--- src/hdl/cosine_similarity_unit_defines.svh ---
// Assertion macros shared by the cosine similarity unit RTL.
`ifndef COSINE_SIMILARITY_UNIT_DEFINES_SVH
`define COSINE_SIMILARITY_UNIT_DEFINES_SVH

`ifndef SYNTHESIS

// Condition must hold on every clock edge out of reset.
`define CSU_ASSERT_ALWAYS(label, cond) \
	label: assert property (@(posedge clk) disable iff (!arst_n) (cond)) \
		else $error("cosine_similarity_unit: invariant violated");

// Consequent must hold in the same cycle as the antecedent.
`define CSU_ASSERT_IMPLIES(label, ante, cons) \
	label: assert property (@(posedge clk) disable iff (!arst_n) (ante) |-> (cons)) \
		else $error("cosine_similarity_unit: implication violated");

`else

`define CSU_ASSERT_ALWAYS(label, cond)
`define CSU_ASSERT_IMPLIES(label, ante, cons)

`endif

`endif

--- src/hdl/cs_pkg.sv ---
// Shared types and fixed constants for the cosine similarity unit.
`default_nettype none

package cs_pkg;

	localparam int ELEM_PORT_W = 16;  // width of the element ports
	localparam int SIM_W       = 16;  // result width, Q1.15
	localparam int RES_BITS    = 16;  // quotient bits resolved by the root search
	localparam int SCALE_SHIFT = 30;  // 2^30 = (2^15)^2 scaling of dot^2
	localparam int DIGIT_W     = 8;   // multiplier digit per cycle

	typedef struct packed {
		logic [SIM_W-1:0] similarity;
		logic             zero_norm;
	} result_t;

	typedef enum logic [5:0] {
		ST_IDLE = 6'b000001,
		ST_MUL  = 6'b000010,
		ST_PREP = 6'b000100,
		ST_SUM  = 6'b001000,
		ST_CMP  = 6'b010000,
		ST_DONE = 6'b100000
	} back_state_t;

endpackage

`default_nettype wire

--- src/hdl/cs_front.sv ---
// Front end: takes element transactions and accumulates dot product and norms.
`default_nettype none

module cs_front #(
	parameter int MAX_TOPICS   = 32,
	parameter int ELEMENT_BITS = 16,
	localparam int ACC_W       = 2 * ELEMENT_BITS + 6,
	localparam int JOB_W       = 3 * ACC_W + 1
) (
	input  wire logic                          clk,
	input  wire logic                          arst_n,
	input  wire logic                          in_push,
	output logic                               in_full,
	input  wire logic [cs_pkg::ELEM_PORT_W-1:0] elem_a,
	input  wire logic [cs_pkg::ELEM_PORT_W-1:0] elem_b,
	input  wire logic                          self_pair,
	input  wire logic                          last,
	output logic                               job_push,
	input  wire logic                          job_full,
	output logic [JOB_W-1:0]                   job_data
);

	localparam int XW    = (ELEMENT_BITS > cs_pkg::ELEM_PORT_W) ?
		ELEMENT_BITS : cs_pkg::ELEM_PORT_W;
	localparam int CNT_W = $clog2(MAX_TOPICS + 1);

	logic [XW-1:0]             a_x;
	logic [XW-1:0]             b_x;
	logic [ELEMENT_BITS-1:0]   a;
	logic [ELEMENT_BITS-1:0]   b;
	logic [2*ELEMENT_BITS-1:0] ab;
	logic [2*ELEMENT_BITS-1:0] aa;
	logic [2*ELEMENT_BITS-1:0] bb;
	logic [ACC_W-1:0]          dot_q;
	logic [ACC_W-1:0]          na_q;
	logic [ACC_W-1:0]          nb_q;
	logic [ACC_W-1:0]          dot_nx;
	logic [ACC_W-1:0]          na_nx;
	logic [ACC_W-1:0]          nb_nx;
	logic [CNT_W-1:0]          count_q;
	logic                      accept;
	logic                      take;

	assign a_x = XW'(elem_a);
	assign b_x = XW'(elem_b);
	assign a   = a_x[ELEMENT_BITS-1:0];
	assign b   = b_x[ELEMENT_BITS-1:0];
	assign ab  = a * b;
	assign aa  = a * a;
	assign bb  = b * b;

	// stall only when the job queue cannot take a finished pair
	assign in_full = job_full;
	assign accept  = in_push & ~in_full;
	// elements beyond the topic limit are dropped
	assign take    = (count_q < CNT_W'(MAX_TOPICS));

	assign dot_nx = take ? ACC_W'(dot_q + ACC_W'(ab)) : dot_q;
	assign na_nx  = take ? ACC_W'(na_q + ACC_W'(aa)) : na_q;
	assign nb_nx  = take ? ACC_W'(nb_q + ACC_W'(bb)) : nb_q;

	assign job_push = accept & last;
	assign job_data = {self_pair, dot_nx, na_nx, nb_nx};

	always_ff @(posedge clk or negedge arst_n) begin
		if (!arst_n) begin
			dot_q   <= '0;
			na_q    <= '0;
			nb_q    <= '0;
			count_q <= '0;
		end else if (accept) begin
			if (last) begin
				dot_q   <= '0;
				na_q    <= '0;
				nb_q    <= '0;
				count_q <= '0;
			end else begin
				dot_q <= dot_nx;
				na_q  <= na_nx;
				nb_q  <= nb_nx;
				if (take) begin
					count_q <= CNT_W'(count_q + 1'b1);
				end
			end
		end
	end

endmodule

`default_nettype wire

--- config.mk ---
export PLATFORM = sky130hd
export DESIGN_NAME = cs_front
export DESIGN_NICKNAME = d
export VERILOG_FILES = /design/src/hdl/cosine_similarity_unit_defines.svh /design/src/hdl/cs_pkg.sv /design/src/hdl/cs_front.sv
export SDC_FILE = /design/constraint.sdc
export NUM_CORES = 2
export LEC_CHECK = 0
export ABC_AREA = 1
export BUFFER_PORTS_ARGS = -buffer_cell sky130_fd_sc_hd__buf_2
export CAP_MARGIN = 20
export CORE_ASPECT_RATIO = 0.75
export CORE_UTILIZATION = 60
export CTS_CLUSTER_SIZE = 28
export DETAILED_ROUTE_END_ITERATION = 7
export GPL_TIMING_DRIVEN = 1
export MAX_ROUTING_LAYER = met4
export PLACE_DENSITY = 0.86
export SYNTH_ARGS = -nofsm -noshare
export SYNTH_HDL_FRONTEND = slang
export SYNTH_SLANG_ARGS = --single-unit
export TNS_END_PERCENT = 10
--- constraint.sdc ---
create_clock -name clk -period 10.5 [get_ports clk]
set_clock_uncertainty 0.15 [all_clocks]
set_input_delay 2.1 -clock clk [delete_from_list [all_inputs] [get_ports clk]]
set_output_delay 2.1 -clock clk [all_outputs]
set_load 0.1 [all_outputs]
==> metrics.md <==
| Metric | Value |
|---|---|
| Final Cycle Share | `0.984` |
| Postcts setup bufs | `0` |
| CTS Buffer Depth | `2` |
| Vias | `31562` |
| Htree depth | `4` |
| Sequential-to-total area share from yosys stat | `0.0847` |
| Vias in the first global route | `32017` |
| Outcome | `complete, no violations` |
| Num CTS Buffers | `17` |
| Largest net degree at the start of global routing | `97` |
| Util after Layout | `0.679` |
| Antenna violations before repair | `5` |
| Synth-to-Final Area Change | `10.9%` |
| Top cells by area, synth | `fa_1 (35%), inv_1 (17%), nand2_1 (14%)` |
| CTS Sinks | `120` |
| Library cells used by synthesis | `41` |
| Root Driver | `clkbuf_16` |
| DRT Pass-1 Iters | `6` |
| Residual DRC | `0` |
| I/O pin count | `155` |
| GRT Total Usage | `0.396` |
| Worst R2R Setup Slack | `roughly 5.6 ns` |
| Final ANT Viol Nets | `0` |
| WS Path Type | `in2out` |
| First-pass GRT wire length | `174000 um` |
| CP Capture Type | `primary output` |
| Wirelength per Cell | `18.5 um` |
| Gpl congestion | `1.08` |
| Mapped Cells | `around 5000` |
| Mean Syn Cell Area | `7.15 um2` |
| Most common flop cell mapped by yosys | `dfrtp_1` |
| Reg2reg start | `nb_q[9]` |
| Final net count | `6068` |
| Worst Hold Class | `reg2reg` |
| Startpoint types | `input pin` |
| Worst R2R End | `nb_q[30]` |
| Clk_lat worst skew | `around 0.52 ns` |
| Max-Cap Viols | `0` |
| Initial Util | `0.612` |
| Placement row count | `76` |
| Synthesis-stage register bit count | `120` |
| Max_slew headroom | `0.241` |
| CP arrival | `8.08 ns` |
| Gr ovfl total | `0` |
| EDFF count, synth | `0` |
| I/O Buffers | `~150` |
| Height of the die | `213 um` |
| Synth top area share | `0.345` |
| Syn Nets | `5942` |
| Async set or reset register ratio after synthesis | `1.00` |
| Peak Freq | `0.0968 GHz` |
| Hold-fix buffers, CTS | `0` |
| Post-CTS Resized | `0` |
| Setup crit end | `job_data[108]` |
| Die width | `between 200 and 300 um` |
| Setup WS pre-CTS | `~0.12 ns` |
| Synth warnings | `0` |
| Req. time, crit path | `8.25 ns` |
| Area leader, netlist | `fa_1` |
| R2R depth | `19` |
| Final worst slack | `~0.17 ns` |
| Core Area | `57900 um2` |
| Routed WL | `109000 um` |
| FILL cells | `4711` |
| Slew at the pin closest to its max-slew limit | `1.14 ns` |
| Final Hold Fails | `0` |
| Share of cells above drive strength 1 | `0.0755` |
| Die footprint | `60100 um2` |
| Clock transition at path regs | `0.07 ns` |
| Setup tns final | `0 ns` |
| Final setup viols | `0` |
| CTS tree | `yes` |
| Fin crit period | `10.33 ns` |
| CP max FO | `16` |
| Synth Cell Area | `35500 um2` |
| Max-slew violations | `0` |
| Via density | `about 5.4` |
| CP Launch Point | `elem_a[13]` |
| Post-DP HPWL | `89700 um` |
| Initial DRC Count | `~3400` |
==> stage by stage <==
stage / area (um2) / hold WS, ns / cells
6_report: 39300 / 0.333 / 5884
3_3_place_gp: 38600 / 0.311 / 5847
5_1_grt: 39300 / 0.356 / 5884
2_1_floorplan: 35500 / 0.299 / 4961
3_5_place_dp: 38600 / 0.316 / 5847
4_1_cts: 39200 / 0.334 / 5879
==> area by class of cell <==
class                   count  area (um2)  area share
diodes                      4        10.0    0.000255
clock buffers              20         457      0.0116
clock inverters            12         115     0.00293
inverters                1593        5980       0.152
multi-input cells        3094       25900       0.659
flip-flops and latches    120        3000      0.0764
well taps                 780         976      0.0248
repair buffers            261        2860      0.0728
==> cells in the mapped netlist (2+ instances only) <==
| master | instances |
|---|---|
| nand3b_1 | 6 |
| a31o_2 | 2 |
| buf_1 | 6 |
| o22ai_1 | 31 |
| o21bai_1 | 8 |
| buf_2 | 8 |
| nor2_2 | 11 |
| nand3_2 | 11 |
| a22o_1 | 11 |
| o21ai_1 | 22 |
| dfrtp_1 | 120 |
| nor2_1 | 145 |
| a21oi_2 | 3 |
| a21o_1 | 7 |
| nand2_1 | 1301 |
| fa_1 | 612 |
| ha_1 | 331 |
| o21ai_0 | 117 |
| and2_1 | 43 |
| clkbuf_1 | 136 |
| xor2_1 | 12 |
| xnor2_1 | 26 |
| nand4_1 | 19 |
| or2_0 | 4 |
| nand3_1 | 202 |
| nand2_2 | 20 |
| nor3_2 | 3 |
| buf_4 | 3 |
| inv_2 | 10 |
| nor3_1 | 15 |
| nor4_1 | 3 |
| or2_2 | 23 |
| inv_1 | 1583 |
| a21oi_1 | 100 |
==> metal layers <==
layer / vias up / wire [um] / GRT usage
met1: 15071 / 45300 / 0.557
met2: 1790 / 45300 / 0.553
met5: - / 0 / -
met3: 240 / 15300 / 0.117
met4: 0 / 3100 / 0.112
li1: 14461 / - / -
==> flip-flops by register name, summed over array words and instances (netlist names) <==
name,cells
count_q,6
dot_q,38
na_q,38
nb_q,38
==> worst min path at each step <==
stage	from	to	slack, ns	depth (start not counted)
floorplan	dot_q[28]	dot_q[28]	0.30	2
global placement	dot_q[31]	dot_q[31]	0.31	2
detailed placement	nb_q[28]	nb_q[28]	0.32	2
CTS	nb_q[28]	nb_q[28]	0.33	2
global route	na_q[29]	na_q[29]	0.36	2
finish	nb_q[28]	nb_q[28]	0.33	2
==> layout by cell type (no fill, tap or decap), types with 17 or more instances in the layout <==
cell type and instances:
buf_2 58, and2_1 42, nor2_1 145, dfrtp_1 119
inv_1 1583, nand2_2 21, xnor2_1 26, nand3_1 202
o22ai_1 31, clkbuf_16 17, buf_4 105, nand2_1 1300
or2_2 23, o21ai_1 22, a21oi_1 95, ha_1 330
o21ai_0 117, fa_1 612, buf_12 82, nand4_1 19
==> critical path: stages <==
cell	delay [ns]
clkbuf_4	0.26
buf_4	0.24
buf_4	0.18
nand2_1	0.08
inv_1	0.05
fa_1	0.53
inv_1	0.06
fa_1	0.48
fa_1	0.49
inv_1	0.05
fa_1	0.47
inv_1	0.05
fa_1	0.45
fa_1	0.50
inv_1	0.06
ha_1	0.39
nand2_1	0.15
nor2_1	0.16
inv_1	0.08
o21ai_0	0.46
a21oi_1	0.17
nand2_1	0.09
nand2_1	0.05
nand3_1	0.09
and2_1	0.19
buf_12	0.18
==> kinds of logic (layout without fill, tap and decap cells) <==
| logic type | Yosys count | count (layout) | share of synthesized area |
|---|---|---|---|
| buffers and inverters | 1747 | 1886 | 0.186 |
| AOI/OAI and AO/OA | 305 | 305 | 0.0473 |
| and+or+nand+nor | 1808 | 1808 | 0.211 |
| adders and majority gates | 943 | 943 | 0.462 |
| other | 0 | 4 | 0 |
| xor gates and xnor gates | 38 | 38 | 0.00938 |
| DFF | 120 | 120 | 0.0847 |
Power is left out: the tool's default activity adds up to more than one toggle a clock period on the data nets, which glitch-free logic cannot reach.
