**src/hdl/cosine_similarity_unit_defines.svh**
```systemverilog
// Assertion macros shared by the cosine similarity unit RTL.
`ifndef COSINE_SIMILARITY_UNIT_DEFINES_SVH
`define COSINE_SIMILARITY_UNIT_DEFINES_SVH

`ifndef SYNTHESIS

// Condition must hold on every clock edge out of reset.
`define CSU_ASSERT_ALWAYS(label, cond) \
	label: assert property (@(posedge clk) disable iff (!arst_n) (cond)) \
		else $error("cosine_similarity_unit: invariant violated");

// Consequent must hold in the same cycle as the antecedent.
`define CSU_ASSERT_IMPLIES(label, ante, cons) \
	label: assert property (@(posedge clk) disable iff (!arst_n) (ante) |-> (cons)) \
		else $error("cosine_similarity_unit: implication violated");

`else

`define CSU_ASSERT_ALWAYS(label, cond)
`define CSU_ASSERT_IMPLIES(label, ante, cons)

`endif

`endif

```
**src/hdl/cs_pkg.sv**
```systemverilog
// Shared types and fixed constants for the cosine similarity unit.
`default_nettype none

package cs_pkg;

	localparam int ELEM_PORT_W = 16;  // width of the element ports
	localparam int SIM_W       = 16;  // result width, Q1.15
	localparam int RES_BITS    = 16;  // quotient bits resolved by the root search
	localparam int SCALE_SHIFT = 30;  // 2^30 = (2^15)^2 scaling of dot^2
	localparam int DIGIT_W     = 8;   // multiplier digit per cycle

	typedef struct packed {
		logic [SIM_W-1:0] similarity;
		logic             zero_norm;
	} result_t;

	typedef enum logic [5:0] {
		ST_IDLE = 6'b000001,
		ST_MUL  = 6'b000010,
		ST_PREP = 6'b000100,
		ST_SUM  = 6'b001000,
		ST_CMP  = 6'b010000,
		ST_DONE = 6'b100000
	} back_state_t;

endpackage

`default_nettype wire

```
**src/hdl/cs_back.sv**
```systemverilog
// Back end: digit-serial products and bit-serial root search for one pair.
`default_nettype none

module cs_back #(
	parameter int ELEMENT_BITS = 16,
	localparam int ACC_W       = 2 * ELEMENT_BITS + 6,
	localparam int JOB_W       = 3 * ACC_W + 1
) (
	input  wire logic             clk,
	input  wire logic             arst_n,
	input  wire logic             job_empty,
	output logic                  job_pop,
	input  wire logic [JOB_W-1:0] job_data,
	output logic                  res_push,
	input  wire logic             res_full,
	output cs_pkg::result_t       res_data
);

	localparam int NDIG   = (ACC_W + cs_pkg::DIGIT_W - 1) / cs_pkg::DIGIT_W;
	localparam int DIG_PW = NDIG * cs_pkg::DIGIT_W;
	localparam int PROD_W = 2 * ACC_W;
	localparam int SUM_W  = PROD_W + 2 * cs_pkg::RES_BITS;
	localparam int DCNT_W = $clog2(NDIG);
	localparam int BIT_W  = $clog2(cs_pkg::RES_BITS);
	localparam int PS_SH  = 2 * (cs_pkg::RES_BITS - 1);

	cs_pkg::back_state_t state_q;
	cs_pkg::back_state_t state_d;

	logic [ACC_W-1:0]                 dot_q;
	logic [ACC_W-1:0]                 na_q;
	logic [DIG_PW-1:0]                nbdig_q;
	logic [DIG_PW-1:0]                dotdig_q;
	logic [PROD_W-1:0]                prod_q;
	logic [PROD_W-1:0]                dsq_q;
	logic [DCNT_W-1:0]                dig_q;
	logic [SUM_W-1:0]                 s_q;
	logic [SUM_W-1:0]                 ts_q;
	logic [SUM_W-1:0]                 ps_q;
	logic [SUM_W-1:0]                 cand_q;
	logic [SUM_W-1:0]                 dlim;
	logic [cs_pkg::RES_BITS-1:0]      q_q;
	logic [BIT_W-1:0]                 bit_q;
	cs_pkg::result_t                  res_q;
	logic [ACC_W+cs_pkg::DIGIT_W-1:0] pp_p;
	logic [ACC_W+cs_pkg::DIGIT_W-1:0] pp_d;
	logic                             job_self;
	logic [ACC_W-1:0]                 job_dot;
	logic [ACC_W-1:0]                 job_na;
	logic [ACC_W-1:0]                 job_nb;
	logic                             fit;
	logic                             mul_end;

	assign job_self = job_data[JOB_W-1];
	assign job_dot  = job_data[3*ACC_W-1:2*ACC_W];
	assign job_na   = job_data[2*ACC_W-1:ACC_W];
	assign job_nb   = job_data[ACC_W-1:0];

	assign job_pop  = (state_q == cs_pkg::ST_IDLE) & ~job_empty;
	assign res_push = (state_q == cs_pkg::ST_DONE) & ~res_full;
	assign res_data = res_q;

	// top digit first, accumulator shifts up one digit per cycle
	assign pp_p    = na_q * nbdig_q[DIG_PW-1 -: cs_pkg::DIGIT_W];
	assign pp_d    = dot_q * dotdig_q[DIG_PW-1 -: cs_pkg::DIGIT_W];
	assign mul_end = (dig_q == DCNT_W'(NDIG - 1));

	assign dlim = SUM_W'({dsq_q, {cs_pkg::SCALE_SHIFT{1'b0}}});
	assign fit  = (cand_q <= dlim);

	always_comb begin
		state_d = state_q;
		case (state_q)
			cs_pkg::ST_IDLE: begin
				if (!job_empty) begin
					if (job_self || job_na == '0 || job_nb == '0) begin
						state_d = cs_pkg::ST_DONE;
					end else begin
						state_d = cs_pkg::ST_MUL;
					end
				end
			end
			cs_pkg::ST_MUL: begin
				if (mul_end) begin
					state_d = cs_pkg::ST_PREP;
				end
			end
			cs_pkg::ST_PREP: state_d = cs_pkg::ST_SUM;
			cs_pkg::ST_SUM:  state_d = cs_pkg::ST_CMP;
			cs_pkg::ST_CMP: begin
				if (bit_q == '0) begin
					state_d = cs_pkg::ST_DONE;
				end else begin
					state_d = cs_pkg::ST_SUM;
				end
			end
			cs_pkg::ST_DONE: begin
				if (!res_full) begin
					state_d = cs_pkg::ST_IDLE;
				end
			end
			default: state_d = cs_pkg::ST_IDLE;
		endcase
	end

	always_ff @(posedge clk or negedge arst_n) begin
		if (!arst_n) begin
			state_q <= cs_pkg::ST_IDLE;
		end else begin
			state_q <= state_d;
		end
	end

	// S = q^2*P, Ts = q*P << (k+1), Ps = P << 2k; try bit k when S+Ts+Ps <= D
	always_ff @(posedge clk) begin
		case (state_q)
			cs_pkg::ST_IDLE: begin
				dot_q    <= job_dot;
				na_q     <= job_na;
				nbdig_q  <= DIG_PW'(job_nb);
				dotdig_q <= DIG_PW'(job_dot);
				prod_q   <= '0;
				dsq_q    <= '0;
				dig_q    <= '0;
				res_q.similarity <= '0;
				res_q.zero_norm  <= ~job_self & (job_na == '0 || job_nb == '0);
			end
			cs_pkg::ST_MUL: begin
				prod_q   <= PROD_W'((prod_q << cs_pkg::DIGIT_W) + PROD_W'(pp_p));
				dsq_q    <= PROD_W'((dsq_q << cs_pkg::DIGIT_W) + PROD_W'(pp_d));
				nbdig_q  <= nbdig_q << cs_pkg::DIGIT_W;
				dotdig_q <= dotdig_q << cs_pkg::DIGIT_W;
				dig_q    <= DCNT_W'(dig_q + 1'b1);
			end
			cs_pkg::ST_PREP: begin
				s_q   <= '0;
				ts_q  <= '0;
				ps_q  <= SUM_W'({prod_q, {PS_SH{1'b0}}});
				q_q   <= '0;
				bit_q <= BIT_W'(cs_pkg::RES_BITS - 1);
			end
			cs_pkg::ST_SUM: begin
				cand_q <= SUM_W'(s_q + ts_q + ps_q);
			end
			cs_pkg::ST_CMP: begin
				q_q[bit_q] <= fit;
				if (fit) begin
					s_q <= cand_q;
				end
				ts_q  <= SUM_W'((ts_q >> 1) + (fit ? ps_q : '0));
				ps_q  <= ps_q >> 2;
				bit_q <= BIT_W'(bit_q - 1'b1);
				if (bit_q == '0) begin
					res_q.similarity <= cs_pkg::SIM_W'({q_q[cs_pkg::RES_BITS-1:1], fit});
					res_q.zero_norm  <= 1'b0;
				end
			end
			default: begin
			end
		endcase
	end

endmodule

`default_nettype wire

```
**config.mk**
```make
export PLATFORM = sky130hd
export DESIGN_NAME = cs_back
export DESIGN_NICKNAME = d
export VERILOG_FILES = /design/src/hdl/cosine_similarity_unit_defines.svh /design/src/hdl/cs_pkg.sv /design/src/hdl/cs_back.sv
export SDC_FILE = /design/constraint.sdc
export NUM_CORES = 2
export LEC_CHECK = 0
export ABC_AREA = 0
export BUFFER_PORTS_ARGS = -buffer_cell sky130_fd_sc_hd__buf_2
export CAP_MARGIN = 20
export CORE_MARGIN = 8
export CORE_UTILIZATION = 30
export DETAILED_ROUTE_END_ITERATION = 12
export GPL_TIMING_DRIVEN = 0
export MAX_ROUTING_LAYER = met4
export PLACE_DENSITY = 0.54
export RECOVER_POWER = 25
export REMOVE_ABC_BUFFERS = 1
export SETUP_SLACK_MARGIN = 0.15
export SYNTH_ARGS = -nofsm -noshare
export SYNTH_HDL_FRONTEND = slang
export SYNTH_SLANG_ARGS = --single-unit
```
**constraint.sdc**
```tcl
create_clock -name clk -period 18.6 [get_ports clk]
set_clock_uncertainty 0.1 [all_clocks]
set_input_delay 5.58 -clock clk [delete_from_list [all_inputs] [get_ports clk]]
set_output_delay 5.58 -clock clk [all_outputs]
set_load 0.05 [all_outputs]
```
==> out/qor.yml <==
status: "complete, but fails checks"
failed_checks: "max-capacitance violations, max-slew violations"
synth_compound_area_frac: 0.120
grt_pass1_vias: 51600
areaGrowthSynthToFinish_pct: 11.4
rrSetupSlack_ns: 9.79
route.detailed.drc: 0
cp.buffers_inverters: 2
ys_ff_latch: 783
htreeDepth: 3
cts_sinks: 783
layout_commonest_cell: "nand2_1"
r2r-start: "dsq_q[64]$_SDFFCE_PN0P_"
yosysWarnings: 0
rows: 175
crit_chain: "buf_2 > nor2_1 > buf_2"
die_h_microns: 493
fin_area_sq_um: 76100
cts_root_buf: "clkbuf_16"
rsz0062_at_grt: "false"
drt-wirelength-per-cell_microns: 19.3
synth_cell_types: 84
synth.area.mux_share: 0.000440
detailedRoute.firstIterationViolations: 3807
hold_buffers: 0
drt_wl_total_microns: 194000
syn_inst: 6955
ant_nets: 0
final_util: 0.336
critPathCaptureType: "output port"
placed_cells: 9895
coreArea_sq_um: 227000
synth-edff-count: 777
synth_async_sr_flop_share: 0.00766
clk_pin_slew_ns: 0.06
whs_path_depth: 2
placed_area_sq_um: 73300
synthXorXnorAreaFrac: 0.0408
post_cts_buffers: 0
tns_ns: 0
reg2reg_to: "ts_q[92]$_SDFFCE_PN0P_"
cp-start-kind: "primary input"
dp_hpwl_microns: 155000
avgViaCountPerCell: 5.00
worst_slew_pin_slew_ns: 3.70
synth_area_sq_um: 68300
gp_congestion: 0.915
final-setup-viol-count: 0
die_x_microns: 493
min_to: "nbdig_q[18]$_DFFE_PP_"
synth_fa_ha_area_frac: 0.261
final_cell_mix: "nand2_1, edfxtp_1, inv_1"
clock.fmax_ghz: 0.0842
drv_slew: 215
clk_path_buf_depth: 3
timing.max_cap.violations: 5
die_area_sq_um: 243000
yosys.area_share.simple: 0.180
num_io_pins: 138
final_hold_viol_count: 0
syn_area_per_cell_sq_um: 9.82
crit_slowest_cell: "buf_2"
grt_use_total: 0.162
fin_crit_sh: 0.638
yosysSeqAreaShare: 0.344
path_common_cell: "buf_2"
cts_resized: 0
cp_top_family: "buffers and inverters"
nets: 8159
antenna_found_initial: 7
synth_top_family_by_area: "adder cells"
arrival_ns: 6.19
critPathRequiredTime_ns: 12.92
grt_pass1_wl_microns: 306000
instances_no_fill: 10100
grt_overflow: 0
cpPeakStageDelay_ns: 0.31
start_util: 0.301
cts_made_buffers: 94
hold_start: "nbdig_q[10]$_DFFE_PP_"
layout-drive-gt1-share: 0.0558
reg2reg_depth: 27
route.vias.total: 50400
cts_tree: "done"
insertion_delay_ns: 0.74
crit_fanout: 3
ys.flop_type: "edfxtp_1"
hold_path.class: "reg2reg"
drt_pass1_iterations: 6
critPathKind: "in2out"
grt_max_degree: 69
timing.slew.headroom: -1.46
portBuffers: 137
fin_crit_ns: 11.87
synth_stat cells (all sizes together) (137+ instances only):
| cell type | count | area share |
|---|---|---|
| nand2 | 974 | 0.054 |
| edfxtp | 777 | 0.34 |
| inv | 662 | 0.036 |
| fa | 614 | 0.18 |
| and2 | 493 | 0.045 |
| nor2 | 446 | 0.025 |
| ha | 444 | 0.081 |
| a21oi | 422 | 0.031 |
| clkbuf | 264 | 0.015 |
| o21ai | 261 | 0.019 |
| a21o | 224 | 0.025 |
| xnor2 | 200 | 0.026 |
| nor2b | 137 | 0.013 |
kinds of logic after synthesis:
group           after synthesis
xor+xnor                    318
mux                           3
simple gates               2548
fa+ha+maj                  1058
compound gates             1291
flops                       783
buf+inv                     954
layout make-up:
type	instances	area (sq um)
multi-input cells	5218	41300
clock inverters	62	682
flip-flops and latches	783	23500
fillers	23300	151000
clock buffers	109	2410
inverters	662	2490
repair buffers	223	2050
diodes	5	12.5
well taps	3009	3760
layer usage:
layer  track usage  up-vias  part of all wire
met4        0.0405        0             0.024
met1         0.213    25100              0.45
li1              -    23800                 -
met5             -        -                 0
met2         0.267     1198              0.48
met3        0.0171      238             0.044
worst reg2reg max path, stage by stage (launching register included):
cell      delay (ns)
edfxtp_1        0.42
inv_1           0.08
ha_1            0.30
nand4_1         0.10
nor4_1          0.61
nand4b_1        0.23
nor3_1          0.44
a211oi_1        0.14
o21ai_0         0.11
a21oi_1         0.09
a21oi_4         0.76
buf_12          0.28
buf_12          0.23
nor2_1          0.07
ha_1            0.21
fa_1            0.46
a211oi_1        0.28
o21ai_0         0.25
o211a_1         0.39
a211oi_1        0.61
o21ai_0         0.52
a211o_1         0.47
nand3_1         0.20
and3_1          0.36
o21a_1          0.28
o221ai_1        0.25
xnor2_1         0.21
nor2_1          0.06
flip-flops by register name, indices dropped and copies added, names as in the netlist, 6 cells and up:
name	count
prod_q	76
dsq_q	76
res_data	17
q_q	15
na_q	38
s_q	108
dotdig_q	40
state_q	6
ts_q	108
cand_q	108
dot_q	38
nbdig_q	40
ps_q	106
metrics by stage:
step | hold WS (ns) | worst slack, ns
after global placement | 0.392 | -21.21
final | 0.388 | 6.73
after CTS | 0.395 | 6.71
after floorplan | 0.384 | 2.05
after detailed placement | 0.400 | 6.72
after global routing | 0.414 | 6.69
how the worst max path moves through the flow:
stage | cells after the start | end | startpoint | slack [ns]
global placement | 14 | s_q[9]$_SDFFCE_PN0P_ | dsq_q[1]$_SDFFCE_PN0P_ | -21.21
global route | 3 | job_pop | job_empty | 6.69
detailed placement | 3 | job_pop | job_empty | 6.72
CTS | 3 | job_pop | job_empty | 6.71
finish | 3 | job_pop | job_empty | 6.73
floorplan | 10 | s_q[0]$_SDFFCE_PN0P_ | cand_q[102]$_DFFE_PN_ | 2.05
Power is left out: the tool's default activity adds up to more than one toggle a clock period on the data nets, which glitch-free logic cannot reach.
