**src/hdl/cosine_similarity_unit_defines.svh**
```systemverilog
// Assertion macros shared by the cosine similarity unit RTL.
`ifndef COSINE_SIMILARITY_UNIT_DEFINES_SVH
`define COSINE_SIMILARITY_UNIT_DEFINES_SVH

`ifndef SYNTHESIS

// Condition must hold on every clock edge out of reset.
`define CSU_ASSERT_ALWAYS(label, cond) \
	label: assert property (@(posedge clk) disable iff (!arst_n) (cond)) \
		else $error("cosine_similarity_unit: invariant violated");

// Consequent must hold in the same cycle as the antecedent.
`define CSU_ASSERT_IMPLIES(label, ante, cons) \
	label: assert property (@(posedge clk) disable iff (!arst_n) (ante) |-> (cons)) \
		else $error("cosine_similarity_unit: implication violated");

`else

`define CSU_ASSERT_ALWAYS(label, cond)
`define CSU_ASSERT_IMPLIES(label, ante, cons)

`endif

`endif

```
**src/hdl/cs_fifo.sv**
```systemverilog
// Small register queue with push/full and pop/empty sides.
`default_nettype none

module cs_fifo #(
	parameter int W     = 1,
	parameter int DEPTH = 2
) (
	input  wire logic         clk,
	input  wire logic         arst_n,
	input  wire logic         push,
	output logic              full,
	input  wire logic [W-1:0] wdata,
	input  wire logic         pop,
	output logic              empty,
	output logic [W-1:0]      rdata
);

	localparam int PTR_W = $clog2(DEPTH);
	localparam int CNT_W = $clog2(DEPTH + 1);

	logic [W-1:0]     mem_q [DEPTH];
	logic [PTR_W-1:0] wr_ptr_q;
	logic [PTR_W-1:0] rd_ptr_q;
	logic [CNT_W-1:0] count_q;
	logic             wr;
	logic             rd;

	assign full  = (count_q == CNT_W'(DEPTH));
	assign empty = (count_q == '0);
	assign wr    = push & ~full;
	assign rd    = pop & ~empty;
	assign rdata = mem_q[rd_ptr_q];

	always_ff @(posedge clk or negedge arst_n) begin
		if (!arst_n) begin
			wr_ptr_q <= '0;
			rd_ptr_q <= '0;
			count_q  <= '0;
		end else begin
			if (wr) begin
				wr_ptr_q <= PTR_W'(wr_ptr_q + 1'b1);
			end
			if (rd) begin
				rd_ptr_q <= PTR_W'(rd_ptr_q + 1'b1);
			end
			if (wr && !rd) begin
				count_q <= CNT_W'(count_q + 1'b1);
			end else if (rd && !wr) begin
				count_q <= CNT_W'(count_q - 1'b1);
			end
		end
	end

	always_ff @(posedge clk) begin
		if (wr) begin
			mem_q[wr_ptr_q] <= wdata;
		end
	end

endmodule

`default_nettype wire

```
**config.mk**
```make
export PLATFORM = sky130hd
export DESIGN_NAME = cs_fifo
export DESIGN_NICKNAME = d
export VERILOG_FILES = /design/src/hdl/cosine_similarity_unit_defines.svh /design/src/hdl/cs_fifo.sv
export SDC_FILE = /design/constraint.sdc
export NUM_CORES = 1
export LEC_CHECK = 0
export ABC_AREA = 1
export BUFFER_PORTS_ARGS = -buffer_cell sky130_fd_sc_hd__buf_2
export CORE_AREA = 2 2 39 41
export DETAILED_ROUTE_END_ITERATION = 10
export DIE_AREA = 0 0 41 43
export MAX_ROUTING_LAYER = met4
export PLACE_DENSITY_LB_ADDON = 0.05
export SYNTH_ARGS = -nofsm -noshare
export SYNTH_HDL_FRONTEND = slang
export SYNTH_SLANG_ARGS = --single-unit
```
**constraint.sdc**
```tcl
create_clock -name clk -period 3.95 [get_ports clk]
set_clock_uncertainty 0.15 [all_clocks]
set_input_delay 0.79 -clock clk [delete_from_list [all_inputs] [get_ports clk]]
set_output_delay 0.79 -clock clk [all_outputs]
set_load 0.05 [all_outputs]
```
==> results.py, run 1 <==
metrics = {
    "outcome": {
        "status": "complete, no violations",
    },
    "clocking": {
        "htreeDepth": 1,
        "clock_path_buffers": 2,
        "cts_buffers": 3,
        "path_clk_slew_ps": 50,
        "post_cts_buffers": 0,
        "ctsResizeCount": 0,
        "cts_tree": "built",
        "postCtsHoldBufs": 0,
        "clock_latency_ps": 250,
        "clockRootBuffer": "clkbuf_4",
        "clock_sinks": 6,
    },
    "die": {
        "fp-row-count": 14,
        "ioPinCount": 8,
        "core-area_sq_um": 1380,
        "die-area_sq_um": 1760,
        "fp.dieH_um": 43,
        "die_w_um": 41,
        "start_util": 0.221,
    },
    "finish": {
        "mostFrequentLayoutCells": "12 x nand2_1, 8 x inv_1, 7 x buf_2",
        "final_common_cell": "nand2_1",
        "syn2layout_area_growth_pct": 26.6,
        "design_area_sq_um": 387,
        "drive_gt1_frac": 0.250,
        "diodes": 0,
        "fin_util": 0.279,
        "layout.nets": 55,
        "fin_cells": 64,
    },
    "place": {
        "dp_cells": 60,
        "placed_cell_area_sq_um": 360,
        "place_ws_ps": 2100,
        "place_congestion": 0.687,
        "port_buffers": 7,
    },
    "worst_setup_path": {
        "cp.depth": 2,
        "cp-end-kind": "primary output",
        "path_buf_inv": 1,
        "cp.required_ps": 3010,
        "worst_path_max_delay_cell": "dfrtp_1",
        "startpoint_type": "flop",
        "worstSetupPathType": "flop to primary output",
        "critical_path.top_delay_family": "flip-flops",
        "cp_max_fo": 7,
        "reg2reg_slack_ps": 2410,
        "arrival_ps": 1140,
        "crit_chain": "nor2_2 > buf_2",
        "r2r_cells": 6,
        "cp_slowest_stage_delay_ps": 450,
    },
    "routing": {
        "finalWirelength_um": 583,
        "antenna_left": 0,
        "avgRoutedWirePerCell_um": 9.11,
        "drtPass1Iterations": 3,
        "vias": 251,
        "vias_per_cell": 3.92,
        "post-route-drc-count": 0,
        "drt_iter0_drc": 8,
    },
    "global_routing": {
        "overflow": 0,
        "grt_pass1_wl_um": 924,
        "antenna_found_initial": 0,
        "grt_pass1_vias": 230,
        "grt_start_max_net_pins": 8,
        "grt_usage": 0.0889,
    },
    "timing": {
        "fin_tns_setup_ps": 0,
        "fin_crit_sh": 0.526,
        "max_slew_margin": 0.827,
        "worst_slew_pin_slew_ps": 256,
        "rsz0062_at_grt": "no",
        "post-route-min-period_ps": 2080,
        "fin_ws_ps": 1870,
        "timing.hold.ws_ps": 194,
        "setup-violations-final": 0,
        "report.final.slew_viol_count": 0,
        "max_clock_freq_mhz": 482,
        "finalHoldViolations": 0,
    },
    "power": {
        "fin_total_pwr_uw": 348,
        "ir_worst_vdd_uv": 213,
        "leakage_nw": 0.212,
        "power_density_nw_per_um2": 900,
    },
    "synth": {
        "syn_area_per_cell_sq_um": 8.25,
        "synth_area_sq_um": 305,
        "synthTopCellsByArea": "dfrtp_1 33%, edfxtp_1 20%, nand2_1 15%",
        "syn_inst": 37,
        "post_synth_num_cell_types": 12,
        "yosysTopAreaCell": "dfrtp_1",
        "seq_area_frac_synth": 0.525,
        "synthesis.nets": 43,
        "yosysTopAreaCellShare": 0.328,
        "synth_warnings": 0,
        "yosys_register_bits": 6,
    },
    "min_path": {
        "hold_class": "input pin to asynchronous set/reset pin",
    },
    "flow_run": {
        "max-cap-violations": 0,
    },
}
==> area by class of cell <==
| class | count | area [sq um] |
|---|---|---|
| Inverter | 8 | 30.0 |
| Timing Repair Buffer | 7 | 35.0 |
| Sequential cell | 6 | 160 |
| Fill cell | 140 | 997 |
| Tap cell | 16 | 20.0 |
| Multi-Input combinational cell | 23 | 115 |
| Clock buffer | 4 | 26.3 |
==> worst paths after layout <==
kind	from	endpoint
hold / removal	arst_n	wr_ptr_q
hold reg to reg	wr_ptr_q	wr_ptr_q
setup / recovery	count_q[0]	full
min in group clk	wr_ptr_q	wr_ptr_q
max in group asynchronous	arst_n	count_q[0]
setup reg to reg	count_q[0]	count_q[1]
==> Yosys cell counts <==
master / count
xnor2_1: 1
o21ai_0: 2
edfxtp_1: 2
nand2_1: 12
nand3_1: 1
nor2_2: 2
ha_1: 1
nand3b_1: 1
inv_1: 8
nand4_1: 1
dfrtp_1: 4
nor2_1: 2
==> per-layer routing <==
metal	track usage	share of wire
met1	0.101	0.49
met5	-	0
met2	0.106	0.42
met3	0.0314	0.072
met4	0.100	0.010
==> state kept, by name, indices dropped and copies added (netlist names) <==
name,cells
mem_q,2
wr_ptr_q,1
count_q,2
rd_ptr_q,1
==> power by group <==
group / internal, mW / switching [mW] / total (mW)
combinational: 0.0512 / 0.119 / 0.170
sequential: 0.0920 / 0.0239 / 0.116
clock: 0.0383 / 0.0235 / 0.0618
==> worst register-to-register path: stages, from the launching register on <==
cell and delay (ps):
dfrtp_1 450, o21ai_0 270, ha_1 300, inv_1 80, nand3_1 80, nand2_1 60
nand2_1 40
==> cell families after synthesis <==
logic type               Yosys count  synth area share
buffers and inverters              8            0.0984
AO/OA/AOI/OAI                      2            0.0328
XOR/XNOR                           1            0.0287
AND/OR/NAND/NOR                   19             0.275
flip-flops                         6             0.525
adder cells (fa/ha/maj)            1            0.0410
(Power assumes the default switching activity.)
==> run 2, diff against run 1 <==
- clock period: 3.95 -> 1.7 ns (I/O delays scaled with it)
==> results.py, run 2 (same netlist as run 1, synthesis figures left out) <==
metrics = {
    "die": {
        "fp-row-count": 14,
        "ioPinCount": 8,
        "core-area_sq_um": 1380,
        "start_util": 0.221,
        "fp.dieH_um": 43,
        "die-area_sq_um": 1760,
        "die_w_um": 41,
    },
    "finish": {
        "reg_top3": "count_q x2, mem_q x2",
        "fin_util": 0.303,
        "fillCellCount": 159,
        "syn2layout_area_growth_pct": 37.3,
        "fin_cells": 66,
        "drive_gt1_frac": 0.300,
        "final_common_cell": "nand2_1",
        "layout.nets": 57,
        "diodes": 0,
        "mostFrequentLayoutCells": "12 x nand2_1, 8 x inv_1, 6 x buf_2",
        "regArea_sq_um": 161,
        "multi_input_area_sq_um": 123,
        "design_area_sq_um": 419,
    },
    "outcome": {
        "status": "complete, no violations",
    },
    "place": {
        "placed_cell_area_sq_um": 373,
        "dp_cells": 61,
        "dp_hpwl_um": 473,
        "place_congestion": 0.593,
        "port_buffers": 7,
        "place_ws_ps": 188,
    },
    "routing": {
        "post-route-drc-count": 0,
        "finalWirelength_um": 588,
        "wl_met2_um": 236,
        "wl_met3_um": 49,
        "met1_length_um": 278,
        "vias_per_cell": 3.92,
        "drt_iter0_drc": 4,
        "dr.max_layer_used": "met4",
        "drtPass1Iterations": 3,
        "antenna_left": 0,
        "avgRoutedWirePerCell_um": 8.91,
        "vias": 259,
    },
    "worst_setup_path": {
        "r2r_cells": 6,
        "cp-end-kind": "primary output",
        "r2r-end": "count_q[1]",
        "cp.required_ps": 1210,
        "arrival_ps": 1120,
        "cp_max_fo": 5,
        "startpoint_type": "flop",
        "reg2reg_slack_ps": 210,
        "worstSetupPathType": "flop to primary output",
        "reg2reg_from": "count_q[0]",
    },
    "min_path": {
        "hold_class": "input pin to flop",
        "hold_start": "wdata",
        "holdPathStages": 1,
        "worstHoldEndpoint": "mem_q[0]",
    },
    "power": {
        "power_density_nw_per_um2": 2060,
        "ir_worst_vdd_uv": 480,
        "leakage_nw": 0.222,
        "fin_total_pwr_uw": 864,
    },
    "global_routing": {
        "grt_start_max_net_pins": 6,
        "overflow": 0,
        "grt_pass1_wl_mm": 1.03,
        "grt_usage": 0.0995,
        "grt_pass1_vias": 255,
        "antenna_found_initial": 0,
    },
    "timing": {
        "fin_crit_sh": 0.947,
        "max_slew_margin": 0.811,
        "timing.hold.ws_ps": 129,
        "fin_ws_ps": 90.7,
        "max_clock_freq_mhz": 621,
        "rsz0062_at_grt": "no",
        "setup-violations-final": 0,
        "fin_tns_setup_ps": 0,
        "report.final.slew_viol_count": 0,
        "finalHoldViolations": 0,
        "post-route-min-period_ps": 1610,
        "worst_slew_pin_slew_ps": 281,
    },
    "clocking": {
        "clock_latency_ps": 240,
        "clock_sinks": 6,
        "clockRootBuffer": "clkbuf_4",
        "htreeDepth": 1,
        "clock_path_buffers": 2,
        "cts_tree": "built",
        "path_clk_slew_ps": 50,
        "cts_buffers": 3,
    },
    "flow_run": {
        "max-cap-violations": 0,
    },
}
-- run 2: worst max path at each step --
stage | start | endpoint | slack, ps | cells past startpoint
floorplan | count_q[0] | count_q[1] | 60 | 7
global placement | count_q[1] | count_q[1] | 220 | 8
detailed placement | count_q[0] | count_q[1] | 190 | 6
CTS | count_q[0] | empty | 7 | 3
global route | count_q[1] | full | 10 | 3
finish | count_q[0] | empty | 90 | 3
-- run 2: area by class of cell --
type / instances / area share
clock buffers: 4 / 0.0627
inverters: 8 / 0.0716
flip-flops and latches: 6 / 0.385
well taps: 16 / 0.0478
repair buffers: 9 / 0.140
multi-input cells: 23 / 0.293
-- run 2: what timing repair did --
action                                 4_1_cts  5_1_grt
setup buffers                                0        0
endpoints found under the hold margin        4        0
hold buffers                                 1        0
setup endpoints to repair                    1        1
gates resized for setup                      1        3
cloned                                       0        0
-- run 2: worst max-delay path, stage by stage (launching register included) --
cell and delay [ps]:
dfrtp_2 440, buf_4 160, nor2_2 110, buf_6 170
-- run 2: power by group --
group,switching [mW],internal [mW]
clock,0.0551,0.0891
combinational,0.292,0.158
sequential,0.0533,0.216
-- run 2: metal layers --
layer  vias up  track usage
met4         0        0.100
met1       106        0.109
met5         -            -
met2         9        0.119
li1        140            -
met3         4       0.0524
==> run 3, diff against run 2 <==
- SETUP_SLACK_MARGIN: unset -> 0.15
==> results.py, run 3 (same netlist as run 1, synthesis figures left out) <==
metrics = {
    "global_routing": {
        "grt_usage": 0.0850,
        "overflow": 0,
        "antenna_found_initial": 0,
        "grt_start_max_net_pins": 8,
        "grt_pass1_vias": 221,
        "grt_pass1_wl_um": 890,
    },
    "finish": {
        "fillCellCount": 140,
        "final_common_cell": "nand2_1",
        "reg_top3": "count_q x2, mem_q x2",
        "syn2layout_area_growth_pct": 37.7,
        "layout.nets": 56,
        "mostFrequentLayoutCells": "12 x nand2_1, 7 x inv_1, 4 x buf_2",
        "diodes": 0,
        "drive_gt1_frac": 0.313,
    },
    "place": {
        "place_ws_ps": 83.2,
        "port_buffers": 7,
        "place_congestion": 0.586,
        "dp_hpwl_um": 476,
    },
    "clocking": {
        "clockRootBuffer": "clkbuf_4",
        "path_clk_slew_ps": 50,
        "clock_latency_ps": 240,
        "clock_sinks": 6,
        "clock_path_buffers": 2,
        "cts_buffers": 3,
        "cts_tree": "built",
        "htreeDepth": 1,
    },
    "timing": {
        "setup-violations-final": 0,
        "max_clock_freq_mhz": 665,
        "report.final.slew_viol_count": 0,
        "fin_crit_sh": 0.885,
        "rsz0062_at_grt": "no",
        "worst_slew_pin_slew_ps": 271,
        "fin_tns_setup_ps": 0,
        "max_slew_margin": 0.818,
        "fin_ws_ps": 196,
        "post-route-min-period_ps": 1500,
        "finalHoldViolations": 0,
    },
    "outcome": {
        "status": "complete, no violations",
    },
    "worst_setup_path": {
        "arrival_ps": 1010,
        "worstSetupPathType": "flop to primary output",
        "cp-end-kind": "primary output",
        "startpoint_type": "flop",
        "cp_max_fo": 4,
        "cp.required_ps": 1210,
        "r2r_cells": 8,
    },
    "power": {
        "leakage_nw": 0.219,
        "ir_worst_vdd_uv": 621,
        "power_density_nw_per_um2": 2080,
    },
    "min_path": {
        "holdPathStages": 1,
        "hold_class": "input pin to flop",
    },
    "routing": {
        "antenna_left": 0,
        "post-route-drc-count": 0,
        "finalWirelength_um": 590,
        "vias_per_cell": 4.03,
        "drt_iter0_drc": 2,
        "drtPass1Iterations": 2,
        "vias": 258,
        "avgRoutedWirePerCell_um": 9.22,
    },
    "flow_run": {
        "max-cap-violations": 0,
    },
    "die": {
        "start_util": 0.221,
        "die-area_sq_um": 1760,
        "core-area_sq_um": 1380,
        "fp-row-count": 14,
        "fp.dieH_um": 43,
        "ioPinCount": 8,
        "die_w_um": 41,
    },
}
[run 3: routing by layer]
metal	GRT usage	up-vias	wire length [um]
li1	-	135	-
met1	0.109	110	282
met2	0.0969	9	244
met3	0.0314	4	42
met4	0.0800	0	21
met5	-	-	0
[run 3: cell type report]
class	count	area, sq um	share of cell area
clock buffers	3	22.5	0.0536
inverters	8	30.0	0.0714
multi-input cells	23	123	0.292
flip-flops and latches	6	161	0.384
well taps	16	20.0	0.0476
repair buffers	8	63.8	0.152
[run 3: per-stage QoR]
stage	util	hold WS (ps)	std cells	power (mW)	instance area [sq um]
3_3_place_gp	0.264	9.79	60	0.671	365
4_1_cts	0.291	132	64	0.834	403
6_report	0.304	135	64	0.873	420
5_1_grt	0.304	133	64	0.936	420
3_5_place_dp	0.264	9.35	60	0.679	365
2_1_floorplan	-	-106	37	0.594	310
[run 3: repair_timing]
item,4_1_cts,5_1_grt
resized for setup,3,8
hold endpoints to repair,4,0
setup buffers,0,0
hold buffers,1,0
endpoints found under the setup margin,3,4
[run 3: critical path: stages (launching register included)]
cell and delay (ps):
dfrtp_1 400, inv_2 80, nor2_4 130, buf_6 170
[run 3: path summary, 6_finish.rpt]
check	start	end	slack, ps
worst min register to register	wr_ptr_q	wr_ptr_q	330
worst min-delay path	wdata	mem_q[0]	140
worst max register to register	count_q[1]	count_q[1]	220
worst max-delay path	count_q[1]	full	200
min in group asynchronous	arst_n	count_q[1]	280
max in group asynchronous	arst_n	count_q[0]	980
[run 3: report_power, final]
part           internal [mW]  total [mW]  switching (mW)
Sequential             0.216       0.279          0.0629
Clock                 0.0798       0.131          0.0511
Combinational          0.173       0.463           0.289
